### src/rtl/pbb_pkg.sv
// ----------------------------------------------------------------------------
// pbb_pkg
// Shared types, codes and constants of the particle boundary binner.
// ----------------------------------------------------------------------------
package pbb_pkg;

  localparam int MAX_PARTICLES = 65536;
  localparam int NUM_REGIONS   = 8;

  localparam int POS_W    = 32;
  localparam int INDEX_W  = 16;
  localparam int REGION_W = 4;
  localparam int SIDE_W   = 3;
  localparam int COUNT_W  = 17;
  localparam int SLOT_W   = 16;
  localparam int CFG_IDX_W  = 3;
  localparam int CFG_DATA_W = 32;
  localparam int RIDX_W   = $clog2(NUM_REGIONS);

  localparam int IN_TDATA_W  = 2 * POS_W + INDEX_W;
  localparam int OUT_TDATA_W = INDEX_W + REGION_W + SIDE_W + COUNT_W + SLOT_W;
  localparam int OUT_TUSER_W = 2;

  localparam logic [COUNT_W-1:0] COUNT_MAX   = {COUNT_W{1'b1}};
  localparam logic [COUNT_W-1:0] COUNT_LIMIT =
      (MAX_PARTICLES > ((1 << COUNT_W) - 1)) ? COUNT_MAX : COUNT_W'(MAX_PARTICLES);
  localparam logic [SLOT_W-1:0]  SLOT_MAX    = {SLOT_W{1'b1}};

  typedef enum logic [REGION_W-1:0] {
    REGION_XMIN      = 4'd0,
    REGION_XMAX      = 4'd1,
    REGION_YMIN      = 4'd2,
    REGION_YMAX      = 4'd3,
    REGION_XMIN_YMIN = 4'd4,
    REGION_XMAX_YMIN = 4'd5,
    REGION_XMIN_YMAX = 4'd6,
    REGION_XMAX_YMAX = 4'd7,
    REGION_INSIDE    = 4'd8
  } region_e;

  typedef enum logic [CFG_IDX_W-1:0] {
    CFG_BOUND_X_LOW  = 3'd0,
    CFG_BOUND_X_HIGH = 3'd1,
    CFG_BOUND_Y_LOW  = 3'd2,
    CFG_BOUND_Y_HIGH = 3'd3,
    CFG_NEIGHBOR     = 3'd4
  } cfg_index_e;

  typedef struct packed {
    logic signed [POS_W-1:0] x_low;
    logic signed [POS_W-1:0] x_high;
    logic signed [POS_W-1:0] y_low;
    logic signed [POS_W-1:0] y_high;
    logic [NUM_REGIONS-1:0]  neighbor;
  } cfg_t;

  typedef struct packed {
    logic               room;
    logic [COUNT_W-1:0] prior;
    logic [COUNT_W-1:0] after;
  } count_info_t;

  function automatic logic [SIDE_W-1:0] opposite_side(input logic [RIDX_W-1:0] r);
    logic [SIDE_W-1:0] s;
    case (r)
      3'd0:    s = 3'd1;
      3'd1:    s = 3'd0;
      3'd2:    s = 3'd3;
      3'd3:    s = 3'd2;
      3'd4:    s = 3'd7;
      3'd5:    s = 3'd6;
      3'd6:    s = 3'd5;
      default: s = 3'd4;
    endcase
    return s;
  endfunction

endpackage

### src/rtl/pbb_cfg_regs.sv
// ----------------------------------------------------------------------------
// pbb_cfg_regs
// Bound and neighbor registers written through the configuration channel.
// ----------------------------------------------------------------------------
module pbb_cfg_regs (
  input  logic                            clk_i,
  input  logic                            rst_ni,
  input  logic                            wr_en_i,
  input  logic [pbb_pkg::CFG_IDX_W-1:0]   wr_index_i,
  input  logic [pbb_pkg::CFG_DATA_W-1:0]  wr_data_i,
  output pbb_pkg::cfg_t                   cfg_o
);

  pbb_pkg::cfg_t cfg_q;

  always_ff @(posedge clk_i or negedge rst_ni) begin
    if (!rst_ni) begin
      cfg_q <= '0;
    end else if (wr_en_i) begin
      case (wr_index_i)
        pbb_pkg::CFG_BOUND_X_LOW:  cfg_q.x_low  <= $signed(wr_data_i);
        pbb_pkg::CFG_BOUND_X_HIGH: cfg_q.x_high <= $signed(wr_data_i);
        pbb_pkg::CFG_BOUND_Y_LOW:  cfg_q.y_low  <= $signed(wr_data_i);
        pbb_pkg::CFG_BOUND_Y_HIGH: cfg_q.y_high <= $signed(wr_data_i);
        pbb_pkg::CFG_NEIGHBOR:     cfg_q.neighbor <= wr_data_i[pbb_pkg::NUM_REGIONS-1:0];
        default: ;
      endcase
    end
  end

  assign cfg_o = cfg_q;

endmodule

### src/rtl/pbb_classifier.sv
// ----------------------------------------------------------------------------
// pbb_classifier
// Strict bound tests of one particle, y first, giving its exit region.
// ----------------------------------------------------------------------------
module pbb_classifier (
  input  logic signed [pbb_pkg::POS_W-1:0] pos_x_i,
  input  logic signed [pbb_pkg::POS_W-1:0] pos_y_i,
  input  logic                             is_dead_i,
  input  pbb_pkg::cfg_t                    cfg_i,
  output pbb_pkg::region_e                 region_o
);

  logic x_lt, x_gt, y_lt, y_gt;

  assign x_lt = pos_x_i < cfg_i.x_low;
  assign x_gt = pos_x_i > cfg_i.x_high;
  assign y_lt = pos_y_i < cfg_i.y_low;
  assign y_gt = pos_y_i > cfg_i.y_high;

  always_comb begin
    if (is_dead_i) begin
      region_o = pbb_pkg::REGION_INSIDE;
    end else if (y_lt) begin
      region_o = x_lt ? pbb_pkg::REGION_XMIN_YMIN :
                 x_gt ? pbb_pkg::REGION_XMAX_YMIN : pbb_pkg::REGION_YMIN;
    end else if (y_gt) begin
      region_o = x_lt ? pbb_pkg::REGION_XMIN_YMAX :
                 x_gt ? pbb_pkg::REGION_XMAX_YMAX : pbb_pkg::REGION_YMAX;
    end else begin
      region_o = x_lt ? pbb_pkg::REGION_XMIN :
                 x_gt ? pbb_pkg::REGION_XMAX : pbb_pkg::REGION_INSIDE;
    end
  end

endmodule

### src/rtl/pbb_region_counters.sv
// ----------------------------------------------------------------------------
// pbb_region_counters
// Saturating per-region counters, cleared after the last particle of a frame.
// ----------------------------------------------------------------------------
module pbb_region_counters (
  input  logic                 clk_i,
  input  logic                 rst_ni,
  input  logic                 update_i,
  input  pbb_pkg::region_e     region_i,
  input  logic                 frame_end_i,
  output pbb_pkg::count_info_t info_o
);

  logic [pbb_pkg::COUNT_W-1:0] count_q [pbb_pkg::NUM_REGIONS];
  logic [pbb_pkg::RIDX_W-1:0]  ridx;
  logic                        hit;

  assign ridx = region_i[pbb_pkg::RIDX_W-1:0];
  assign hit  = region_i != pbb_pkg::REGION_INSIDE;

  always_comb begin
    info_o.prior = count_q[ridx];
    info_o.room  = info_o.prior < pbb_pkg::COUNT_LIMIT;
    info_o.after = info_o.room ? info_o.prior + 1'b1 : info_o.prior;
  end

  always_ff @(posedge clk_i or negedge rst_ni) begin
    if (!rst_ni) begin
      for (int r = 0; r < pbb_pkg::NUM_REGIONS; r++) count_q[r] <= '0;
    end else if (update_i) begin
      if (frame_end_i) begin
        for (int r = 0; r < pbb_pkg::NUM_REGIONS; r++) count_q[r] <= '0;
      end else if (hit) begin
        count_q[ridx] <= info_o.after;
      end
    end
  end

endmodule

### src/rtl/particle_boundary_binner_unit.sv
// ----------------------------------------------------------------------------
// particle_boundary_binner_unit
// Bins a stream of particles into patch exit regions with per-region counts.
//
// Channel   Dir  Handshake                    Payload
// s_axis    in   s_axis_tvalid/s_axis_tready  particle: pos_x, pos_y, index,
//                                             tuser is_dead, tlast frame end
// m_axis    out  m_axis_tvalid/m_axis_tready  region, side, counts, flags
// cfg       in   cfg_valid_i/cfg_ready_o      register index and write data
//
// One particle per cycle sustained while m_axis_tready is high; an input
// transaction passes the input register, then the result register.
// The classify compares and the counter increment sit between the two
// registers. Reset clears the bounds, neighbor mask and all counters.
// A stalled result holds; the input register takes one more transaction
// and holds it, then s_axis_tready drops until the result is taken.
// ----------------------------------------------------------------------------
module particle_boundary_binner_unit (
  input  logic                                clk_i,
  input  logic                                rst_ni,
  input  logic                                s_axis_tvalid,
  output logic                                s_axis_tready,
  // pos_x [31:0], pos_y [63:32], particle_index [79:64]
  input  logic [pbb_pkg::IN_TDATA_W-1:0]      s_axis_tdata,
  // is_dead [0]
  input  logic                                s_axis_tuser,
  input  logic                                s_axis_tlast,
  output logic                                m_axis_tvalid,
  input  logic                                m_axis_tready,
  // index_out [15:0], region [19:16], dest_side [22:20],
  // region_count [39:23], slot_index [55:40]
  output logic [pbb_pkg::OUT_TDATA_W-1:0]     m_axis_tdata,
  // routed [0], kill [1]
  output logic [pbb_pkg::OUT_TUSER_W-1:0]     m_axis_tuser,
  output logic                                m_axis_tlast,
  input  logic                                cfg_valid_i,
  output logic                                cfg_ready_o,
  input  logic [pbb_pkg::CFG_IDX_W-1:0]       cfg_index_i,
  input  logic [pbb_pkg::CFG_DATA_W-1:0]      cfg_data_i
);

  localparam int PW = pbb_pkg::POS_W;

  pbb_pkg::cfg_t        cfg;
  pbb_pkg::region_e     region;
  pbb_pkg::count_info_t info;

  logic                            in_valid_q;
  logic signed [PW-1:0]            pos_x_q, pos_y_q;
  logic [pbb_pkg::INDEX_W-1:0]     index_q;
  logic                            dead_q, last_q;

  logic                            out_valid_q;
  logic [pbb_pkg::INDEX_W-1:0]     index_out_q;
  logic [pbb_pkg::REGION_W-1:0]    region_q;
  logic [pbb_pkg::SIDE_W-1:0]      side_q, side_d;
  logic [pbb_pkg::COUNT_W-1:0]     count_q, count_d;
  logic [pbb_pkg::SLOT_W-1:0]      slot_q, slot_d;
  logic                            routed_q, routed_d;
  logic                            kill_q, kill_d;
  logic                            frame_end_q;

  logic advance, in_fire, leaving;
  logic [pbb_pkg::RIDX_W-1:0] ridx;

  assign cfg_ready_o   = 1'b1;
  assign advance       = !out_valid_q || m_axis_tready;
  assign in_fire       = in_valid_q && advance;
  assign s_axis_tready = !in_valid_q || advance;

  pbb_cfg_regs u_cfg (
    .clk_i      (clk_i),
    .rst_ni     (rst_ni),
    .wr_en_i    (cfg_valid_i),
    .wr_index_i (cfg_index_i),
    .wr_data_i  (cfg_data_i),
    .cfg_o      (cfg)
  );

  always_ff @(posedge clk_i or negedge rst_ni) begin
    if (!rst_ni) begin
      in_valid_q <= 1'b0;
    end else if (s_axis_tready) begin
      in_valid_q <= s_axis_tvalid;
    end
  end

  always_ff @(posedge clk_i) begin
    if (s_axis_tvalid && s_axis_tready) begin
      pos_x_q <= $signed(s_axis_tdata[PW-1:0]);
      pos_y_q <= $signed(s_axis_tdata[2*PW-1:PW]);
      index_q <= s_axis_tdata[2*PW +: pbb_pkg::INDEX_W];
      dead_q  <= s_axis_tuser;
      last_q  <= s_axis_tlast;
    end
  end

  pbb_classifier u_classify (
    .pos_x_i   (pos_x_q),
    .pos_y_i   (pos_y_q),
    .is_dead_i (dead_q),
    .cfg_i     (cfg),
    .region_o  (region)
  );

  pbb_region_counters u_counters (
    .clk_i       (clk_i),
    .rst_ni      (rst_ni),
    .update_i    (in_fire),
    .region_i    (region),
    .frame_end_i (last_q),
    .info_o      (info)
  );

  assign ridx    = region[pbb_pkg::RIDX_W-1:0];
  assign leaving = region != pbb_pkg::REGION_INSIDE;

  always_comb begin
    side_d   = '0;
    count_d  = '0;
    slot_d   = '0;
    routed_d = 1'b0;
    kill_d   = 1'b0;
    if (leaving) begin
      side_d   = pbb_pkg::opposite_side(ridx);
      count_d  = info.after;
      slot_d   = (info.prior > pbb_pkg::COUNT_W'(pbb_pkg::SLOT_MAX)) ?
                 pbb_pkg::SLOT_MAX : info.prior[pbb_pkg::SLOT_W-1:0];
      routed_d = cfg.neighbor[ridx] && info.room;
      kill_d   = 1'b1;
    end
  end

  always_ff @(posedge clk_i or negedge rst_ni) begin
    if (!rst_ni) begin
      out_valid_q <= 1'b0;
    end else if (advance) begin
      out_valid_q <= in_valid_q;
    end
  end

  always_ff @(posedge clk_i) begin
    if (in_fire) begin
      index_out_q <= index_q;
      region_q    <= region;
      side_q      <= side_d;
      count_q     <= count_d;
      slot_q      <= slot_d;
      routed_q    <= routed_d;
      kill_q      <= kill_d;
      frame_end_q <= last_q;
    end
  end

  assign m_axis_tvalid = out_valid_q;
  assign m_axis_tdata  = {slot_q, count_q, side_q, region_q, index_out_q};
  assign m_axis_tuser  = {kill_q, routed_q};
  assign m_axis_tlast  = frame_end_q;

endmodule

### config.mk
export PLATFORM = sky130hd
export DESIGN_NAME = particle_boundary_binner_unit
export DESIGN_NICKNAME = d
export VERILOG_FILES = /design/src/rtl/pbb_pkg.sv /design/src/rtl/pbb_cfg_regs.sv /design/src/rtl/pbb_classifier.sv /design/src/rtl/pbb_region_counters.sv /design/src/rtl/particle_boundary_binner_unit.sv
export SDC_FILE = /design/constraint.sdc
export NUM_CORES = 1
export LEC_CHECK = 0
export ABC_CLOCK_PERIOD_IN_PS = 6300
export BUFFER_PORTS_ARGS = -buffer_cell sky130_fd_sc_hd__buf_2
export CAP_MARGIN = 20
export CORE_AREA = 2 2 225 227
export DETAILED_ROUTE_END_ITERATION = 10
export DIE_AREA = 0 0 227 229
export HOLD_SLACK_MARGIN = 0.08
export SLEW_MARGIN = 20
export SYNTH_ARGS = -nofsm -noshare
export SYNTH_HDL_FRONTEND = slang
export SYNTH_SLANG_ARGS = --single-unit
### constraint.sdc
create_clock -name clk_i -period 6.3 [get_ports clk_i]
set_input_delay 0.945 -clock clk_i [delete_from_list [all_inputs] [get_ports clk_i]]
set_output_delay 0.945 -clock clk_i [all_outputs]
set_load 0.01 [all_outputs]
==> results.cfg, run 1 <==
[synth]
ys_async_sr_fraction_pct = 66.0
synthTopCellsByArea = dfrtp_1, edfxtp_1, ha_1
synth_top_area_share_pct = 34.8
syn-num-nets = 1980
ys.flop_type = dfrtp_1
synth_edf_count = 141
syn-cell-area_mm2 = 0.0197
synth.avg_cell_area_um2 = 11.4
ys_seq_area_share_pct = 56.3
ys_ff_latch = 415
synth_area_leader_cell = dfrtp_1
synth_cells = 1731
ys.warnings.count = 0
synth_cell_type_count = 85

[sta]
period_needed_ns = 5.78
rsz0062_at_grt = no
fmax_mhz = 173
worst_pin_slew_ns = 1.19
finalMaxSlewViolations = 0
holdWs_ns = 0.416
final_hold_viol_count = 0
setup-tns-final_ns = 0
finalCritPeriodShare_pct = 91.8
skew_ns = 0.0156
finalSetupViolations = 0
relSlewSlack_pct = 20.5

[cells_and_area]
layout_commonest_cell = dfrtp_1
final_layout_size_suffix_gt1_share_pct = 20.6
stdcell_area_mm2 = 0.0234
layout.nets = 2196
final_cell_mix = dfrtp_1, nand2_1, buf_2
post-route-util_pct = 47.1
syn2layout_area_growth_pct = 18.7

[die]
placement_rows = 82
core_mm2 = 0.0497
die_h_um = 229
ios = 184
die_w_um = 227
initial_core_util_pct = 39.7
die_area_mm2 = 0.0520

[flow_run]
maxCapViolations = 0

[critical_path]
setup.worst_path.end_class = register
cp_max_fo = 21
max_stage_delay_ns = 0.66
reg2reg_depth = 19
critPathRequiredTime_ns = 6.76
arrival_ns = 6.24
cp-start-kind = register
worstPathCellList = ha_1 > nand4_1 > nor4_1 > o22ai_1 > a31oi_1 > o211ai_1 > or3_1 > nand3_1 > buf_4 > nor2_1 > a221oi_1 > nor2_1 > inv_1 > ha_1 > inv_1 > a211oi_2 > nand4_1 > xor2_1 > and2_1
crit_path_top_delay_cell = nor4_1
worstSetupPathType = register to register
r2r_slack_ns = 0.52

[clock_network]
tritoncts = yes
cts_resized = 0
cts_made_buffers = 47
cts_setup_buffers = 0
cts.htree.levels = 2
insertion_delay_ns = 0.60
clk_pin_slew_ns = 0.06
root_buffer = clkbuf_16
cts.path.max_buffers = 3
cts_hold_buf = 0
clkSinkCount = 415

[grt]
grt_pass1_vias = 15057
grt_overflow = 0
grt_max_degree = 158
grtUsageTotal_pct = 22.0
grt_first_pass_wirelength_um = 87800
antenna_found_initial = 4

[power_and_ir_drop]
power.leakage_nw = 10.4
p_sw_share_pct = 33.9
p_switching_w = 0.00305
comb_power_share_pct = 30.3
finalPower_w = 0.00898
intPower_w = 0.00593
ir_worst_vdd_mv = 0.196
power.density_mw_per_mm2 = 384
p_seq_share_pct = 37.4
p_clk_share_pct = 32.3

[hold_path]
hold_path_depth = 0
hp-class = register to register

[routing]
dr.pass1.iters = 5
drt-total-wl_um = 55900
vias_per_cell = 5.51
routed-via-count = 14656
ant_nets = 0
post_drt_wl_per_cell_um = 21.0
drt-initial-drc-count = 1277
drc = 0

[placement]
place.gp.congestion = 0.885
place_hpwl_um = 38700
place_area_mm2 = 0.0217
portBuffers = 182

[run_status]
outcome = finished clean
[Yosys cell counts, types with 7 or more instances]
library cell  instances
a21oi_1              78
ha_1                127
inv_1               152
dfrtp_1             274
a32oi_1               7
buf_2                10
o21ai_0             155
a2111oi_0            11
nor3_1               17
o22ai_1               8
clkbuf_1             57
o211a_1              11
nor2_1               46
o2111ai_1             7
nand3_1              14
a31oi_1               7
xnor2_1               9
mux2_2               44
buf_4                 7
nand2_1             193
a22o_1               90
o31ai_1              10
a211oi_1              7
nor4_1                9
o211ai_1             16
o21ai_1              14
mux2i_1               9
edfxtp_1            141
nand4_1              25
a21o_1               13
o221ai_1             10
o31ai_2               8
or3_1                 7
and2_1               14
nand2b_1             13
[power by group through the flow]
stage               sequential (W)  clock, W  combinational (W)
floorplan                  0.00340         0            0.00159
global placement           0.00340         0            0.00262
detailed placement         0.00341         0            0.00265
CTS                        0.00336   0.00296            0.00266
global route               0.00340   0.00307            0.00296
finish                     0.00336   0.00290            0.00272
[sequential cells by signal (all words and copies together) (netlist names), 3 cells and up]
register / count
u_cfg.cfg_o: 136
count_q: 17
pos_y_q: 32
index_q: 16
u_counters.count_q: 136
side_q: 3
region_q: 4
slot_q: 16
index_out_q: 16
pos_x_q: 32
[metal layers]
layer / up-vias / part of all wire, % / wire [um] / global-route usage, %
met1: 7206 / 44 / 24600 / 30.2
met3: 126 / 7.1 / 3970 / 5.17
met2: 551 / 46 / 25600 / 33.9
met4: 4 / 3.2 / 1780 / 8.09
met5: - / 0.038 / 21 / 0
li1: 6769 / - / - / -
[layout make-up]
type                       count  area (um^2)
fill                        4637        26300
sequential                   415        11100
multi-input combinational   1079         7770
timing repair buffer         248         1450
clock buffer                  61         1280
tap                          672          841
inverter                     156          586
clock inverter                27          349
antenna                        2         5.00
[worst max-delay path, delay by kind of cell (launching register included)]
| family | cells | cell delay (ns) |
|---|---|---|
| compound gates | 5 | 1.53 |
| xor+xnor | 1 | 0.63 |
| fa+ha+maj | 2 | 0.50 |
| buf+inv | 3 | 0.47 |
| flops | 1 | 0.40 |
| simple gates | 8 | 2.10 |
[cells by family after synthesis]
| logic type | count (synthesis) | synth area share, % |
|---|---|---|
| AO/OA/AOI/OAI | 510 | 18.0 |
| flip-flops | 415 | 56.3 |
| AND/OR/NAND/NOR | 375 | 9.19 |
| buffers and inverters | 237 | 4.87 |
| adder cells (fa/ha/maj) | 127 | 8.07 |
| multiplexers | 53 | 2.97 |
| XOR/XNOR | 13 | 0.578 |
| other | 1 | 0.0190 |
[through the flow]
step | instances | worst slack (ns)
6_report | 2660 | 0.519
5_1_grt | 2659 | 0.0608
4_1_cts | 2657 | 0.271
3_5_place_dp | 2569 | 0.299
3_3_place_gp | 2569 | 0.416
2_1_floorplan | 1731 | 1.67
[worst paths after layout]
| check | startpoint | end |
|---|---|---|
| min in group asynchronous | rst_ni | u_cfg.cfg_o[118]$_DFFE_PN0P_ |
| max reg2reg | pos_y_q[27]$_DFFE_PP_ | count_q[6]$_SDFFCE_PN0P_ |
| max | pos_y_q[27]$_DFFE_PP_ | count_q[6]$_SDFFCE_PN0P_ |
| min reg2reg | index_q[8]$_DFFE_PP_ | index_out_q[8]$_DFFE_PP_ |
| max in group asynchronous | rst_ni | u_counters.count_q[37]$_DFFE_PN0P_ |
| min | index_q[8]$_DFFE_PP_ | index_out_q[8]$_DFFE_PP_ |
Note: power is estimated with default switching activity, not from simulation.
==> inputs of run 2 (changes only) <==
--- a/config.mk
+++ b/config.mk
@@ -5,14 +5,15 @@
 export SDC_FILE = /design/constraint.sdc
 export NUM_CORES = 1
 export LEC_CHECK = 0
-export ABC_CLOCK_PERIOD_IN_PS = 6300
+export ABC_CLOCK_PERIOD_IN_PS = 6200
 export BUFFER_PORTS_ARGS = -buffer_cell sky130_fd_sc_hd__buf_2
-export CAP_MARGIN = 20
-export CORE_AREA = 2 2 225 227
+export CAP_MARGIN = 30
+export CORE_AREA = 2 2 228 230
 export DETAILED_ROUTE_END_ITERATION = 10
-export DIE_AREA = 0 0 227 229
+export DIE_AREA = 0 0 230 232
 export HOLD_SLACK_MARGIN = 0.08
 export SLEW_MARGIN = 20
 export SYNTH_ARGS = -nofsm -noshare
 export SYNTH_HDL_FRONTEND = slang
+export SYNTH_HIERARCHICAL = 1
 export SYNTH_SLANG_ARGS = --single-unit
==> constraint.sdc (replaced) <==
create_clock -name clk_i -period 6.2 [get_ports clk_i]
set_input_delay 0.93 -clock clk_i [delete_from_list [all_inputs] [get_ports clk_i]]
set_output_delay 0.93 -clock clk_i [all_outputs]
set_load 0.01 [all_outputs]
==> run 2 against run 1 <==
Setup slack worse by 0.28 ns. Hold slack worse by 0.065 ns. Wire length is 5.0% lower. Area after synthesis is 2.0% higher. Fmax is 3.0% lower. First-iteration DRC count is 16% lower. Power is 14% lower. Utilization is 0.98 points lower. Die area is 2.6% higher. Clock power is 9.0% lower. Largest cell class unchanged.
==> results.cfg, run 2 <==
[routing]
vias_per_cell = 5.35
drc = 0
drt-total-wl_um = 53100
ant_nets = 0
dr.pass1.iters = 5
drt-initial-drc-count = 1071
routed-via-count = 13412
post_drt_wl_per_cell_um = 21.2

[cells_and_area]
layout.nets = 2036
layout_commonest_cell = dfrtp_1
seq_area_mm2 = 0.0111
syn2layout_area_growth_pct = 16.8
final_layout_size_suffix_gt1_share_pct = 28.0
fillCellCount = 4594
multi_input_area_mm2 = 0.00807
final_cells = 2509
final_cell_mix = dfrtp_1, buf_2, inv_1
post-route-util_pct = 46.1

[sta]
finalCritPeriodShare_pct = 96.2
relSlewSlack_pct = 27.1
fmax_mhz = 168
rsz0062_at_grt = no
final.setup.worst_slack_ns = 0.237
period_needed_ns = 5.96
finalMaxSlewViolations = 0
worst_pin_slew_ns = 1.09
final_hold_viol_count = 0
setup-tns-final_ns = 0
skew_ns = 0.0292
finalSetupViolations = 0

[die]
core_mm2 = 0.0509
die_area_mm2 = 0.0534
initial_core_util_pct = 39.5
ios = 184
die_h_um = 232
die_w_um = 230
placement_rows = 83

[clock_network]
clkSinkCount = 415
clk_pin_slew_ns = 0.06
root_buffer = clkbuf_16
cts_made_buffers = 46
cts_resized = 0
insertion_delay_ns = 0.59
cts_setup_buffers = 0
cts.path.max_buffers = 3
tritoncts = yes
cts_hold_buf = 0
cts.htree.levels = 2

[synth]
synth_edf_count = 141
synth_most_common_cell = dfrtp_1
ys.warnings.count = 6
synth_area_leader_cell = dfrtp_1
synth_top_area_share_pct = 34.1
synth_cells = 1572
synth_cell_type_count = 84
ys.flop_type = dfrtp_1
syn-cell-area_mm2 = 0.0201
syn-num-nets = 1821
ys_ff_latch = 415
synth_common_cells = dfrtp_1, inv_1, edfxtp_1, mux2_2, ha_1
ys_seq_area_share_pct = 55.2
synth.avg_cell_area_um2 = 12.8
ys_async_sr_fraction_pct = 66.0
synthTopCellsByArea = dfrtp_1, edfxtp_1, ha_1

[grt]
grt_max_degree = 191
grt_pass1_vias = 13700
grt_overflow = 0
antenna_found_initial = 5
grt_first_pass_wirelength_um = 81800
grtUsageTotal_pct = 20.0

[critical_path]
setup.worst_path.end_class = register
cp-start-kind = register
worstReg2RegStart = pos_y_q[14]$_DFFE_PP_
arrival_ns = 6.28
cp_max_fo = 20
critPathRequiredTime_ns = 6.52
setup.worst_path.start = pos_y_q[14]$_DFFE_PP_
worstSetupPathType = register to register

[power_and_ir_drop]
power.density_mw_per_mm2 = 331
power.leakage_nw = 10.5
intPower_w = 0.00542
ir_worst_vdd_mv = 0.232
p_switching_w = 0.00234
p_clk_share_pct = 34.0
p_sw_share_pct = 30.2
comb_power_share_pct = 22.9
p_seq_share_pct = 43.1

[placement]
portBuffers = 182
placed_cells = 2417
place.gp.congestion = 0.845
dp_slack_ns = 0.463
place_hpwl_um = 36500

[run_status]
outcome = finished clean

[hold_path]
hp-class = input port to async pin

[flow_run]
maxCapViolations = 0
[run 2: cell types whose count changed in the layout (fill, tap and decap cells not counted), moves of 24 or more]
cell,change
o21ai_0,-113
nor2_1,+25
mux2_2,+88
a22o_1,-34
nand2_1,-68
mux4_2,+24
[run 2: worst max-delay path, stage by stage, from the launching register on]
cell      delay, ns
edfxtp_1       0.43
ha_1           0.35
nand4_1        0.17
nor4_1         0.67
a21boi_1       0.31
or3_1          0.20
a21oi_1        0.09
mux2_1         0.36
a21oi_1        0.14
o21a_2         0.59
buf_12         0.25
nand2_1        0.15
o221ai_2       0.42
ha_1           0.27
nand3_1        0.18
nor4_1         0.50
xnor2_1        0.38
inv_1          0.07
and2_1         0.15
[run 2: power by group through the flow]
stage / Clock (W) / Combinational, W / Sequential, W
final: 0.00264 / 0.00178 / 0.00335
after global routing: 0.00281 / 0.00197 / 0.00338
after floorplan: 0 / 0.00116 / 0.00337
after CTS: 0.00270 / 0.00178 / 0.00335
after detailed placement: 0 / 0.00177 / 0.00339
after global placement: 0 / 0.00174 / 0.00339
[run 2: worst paths after layout]
| path | endpoint | slack [ns] | cells past startpoint |
|---|---|---|---|
| max in group asynchronous | u_cfg/cfg_o[130]$_DFFE_PN0P_ | 4.42 | 3 |
| worst max register to register | count_q[10]$_SDFFCE_PP0P_ | 0.24 | 18 |
| worst min register to register | index_out_q[13]$_DFFE_PP_ | 0.42 | 0 |
| min in group clk_i | index_out_q[13]$_DFFE_PP_ | 0.42 | 0 |
| worst max-delay path | count_q[10]$_SDFFCE_PP0P_ | 0.24 | 18 |
| worst min-delay path | m_axis_tvalid$_DFFE_PN0P_ | 0.35 | 1 |
[run 2: cell type report]
cell class	instances	area share, %
flip-flops and latches	415	47.3
multi-input cells	942	34.4
repair buffers	236	6.13
clock buffers	69	5.76
well taps	680	3.63
inverters	146	2.34
clock inverters	17	0.437
diodes	4	0.0427
[run 2: kinds of logic after synthesis]
kind of cell	count (synthesis)	synth area share, %
flip-flops	415	55.2
multiplexers	189	11.9
AO/OA/AOI/OAI	287	10.7
buffers and inverters	215	4.98
other	1	0.0187
adder cells (fa/ha/maj)	127	7.91
XOR/XNOR	13	0.791
AND/OR/NAND/NOR	325	8.49
[run 2: per-stage QoR]
stage / total power (W) / hold slack, ns / area (um^2)
after floorplan: 0.00453 / 0.400 / 20100
after global placement: 0.00512 / 0.401 / 21900
after detailed placement: 0.00517 / 0.405 / 22000
after CTS: 0.00783 / 0.376 / 23400
after global routing: 0.00817 / 0.407 / 23500
final: 0.00776 / 0.351 / 23500
[run 2: per-layer routing]
layer  track usage, %  up-vias  share of wire (%)
met5                0        -              0.043
met4             7.14        4                3.2
met3             3.93      111                6.8
met2             31.3      458                 45
met1             27.6     6678                 45
li1                 -     6161                  -
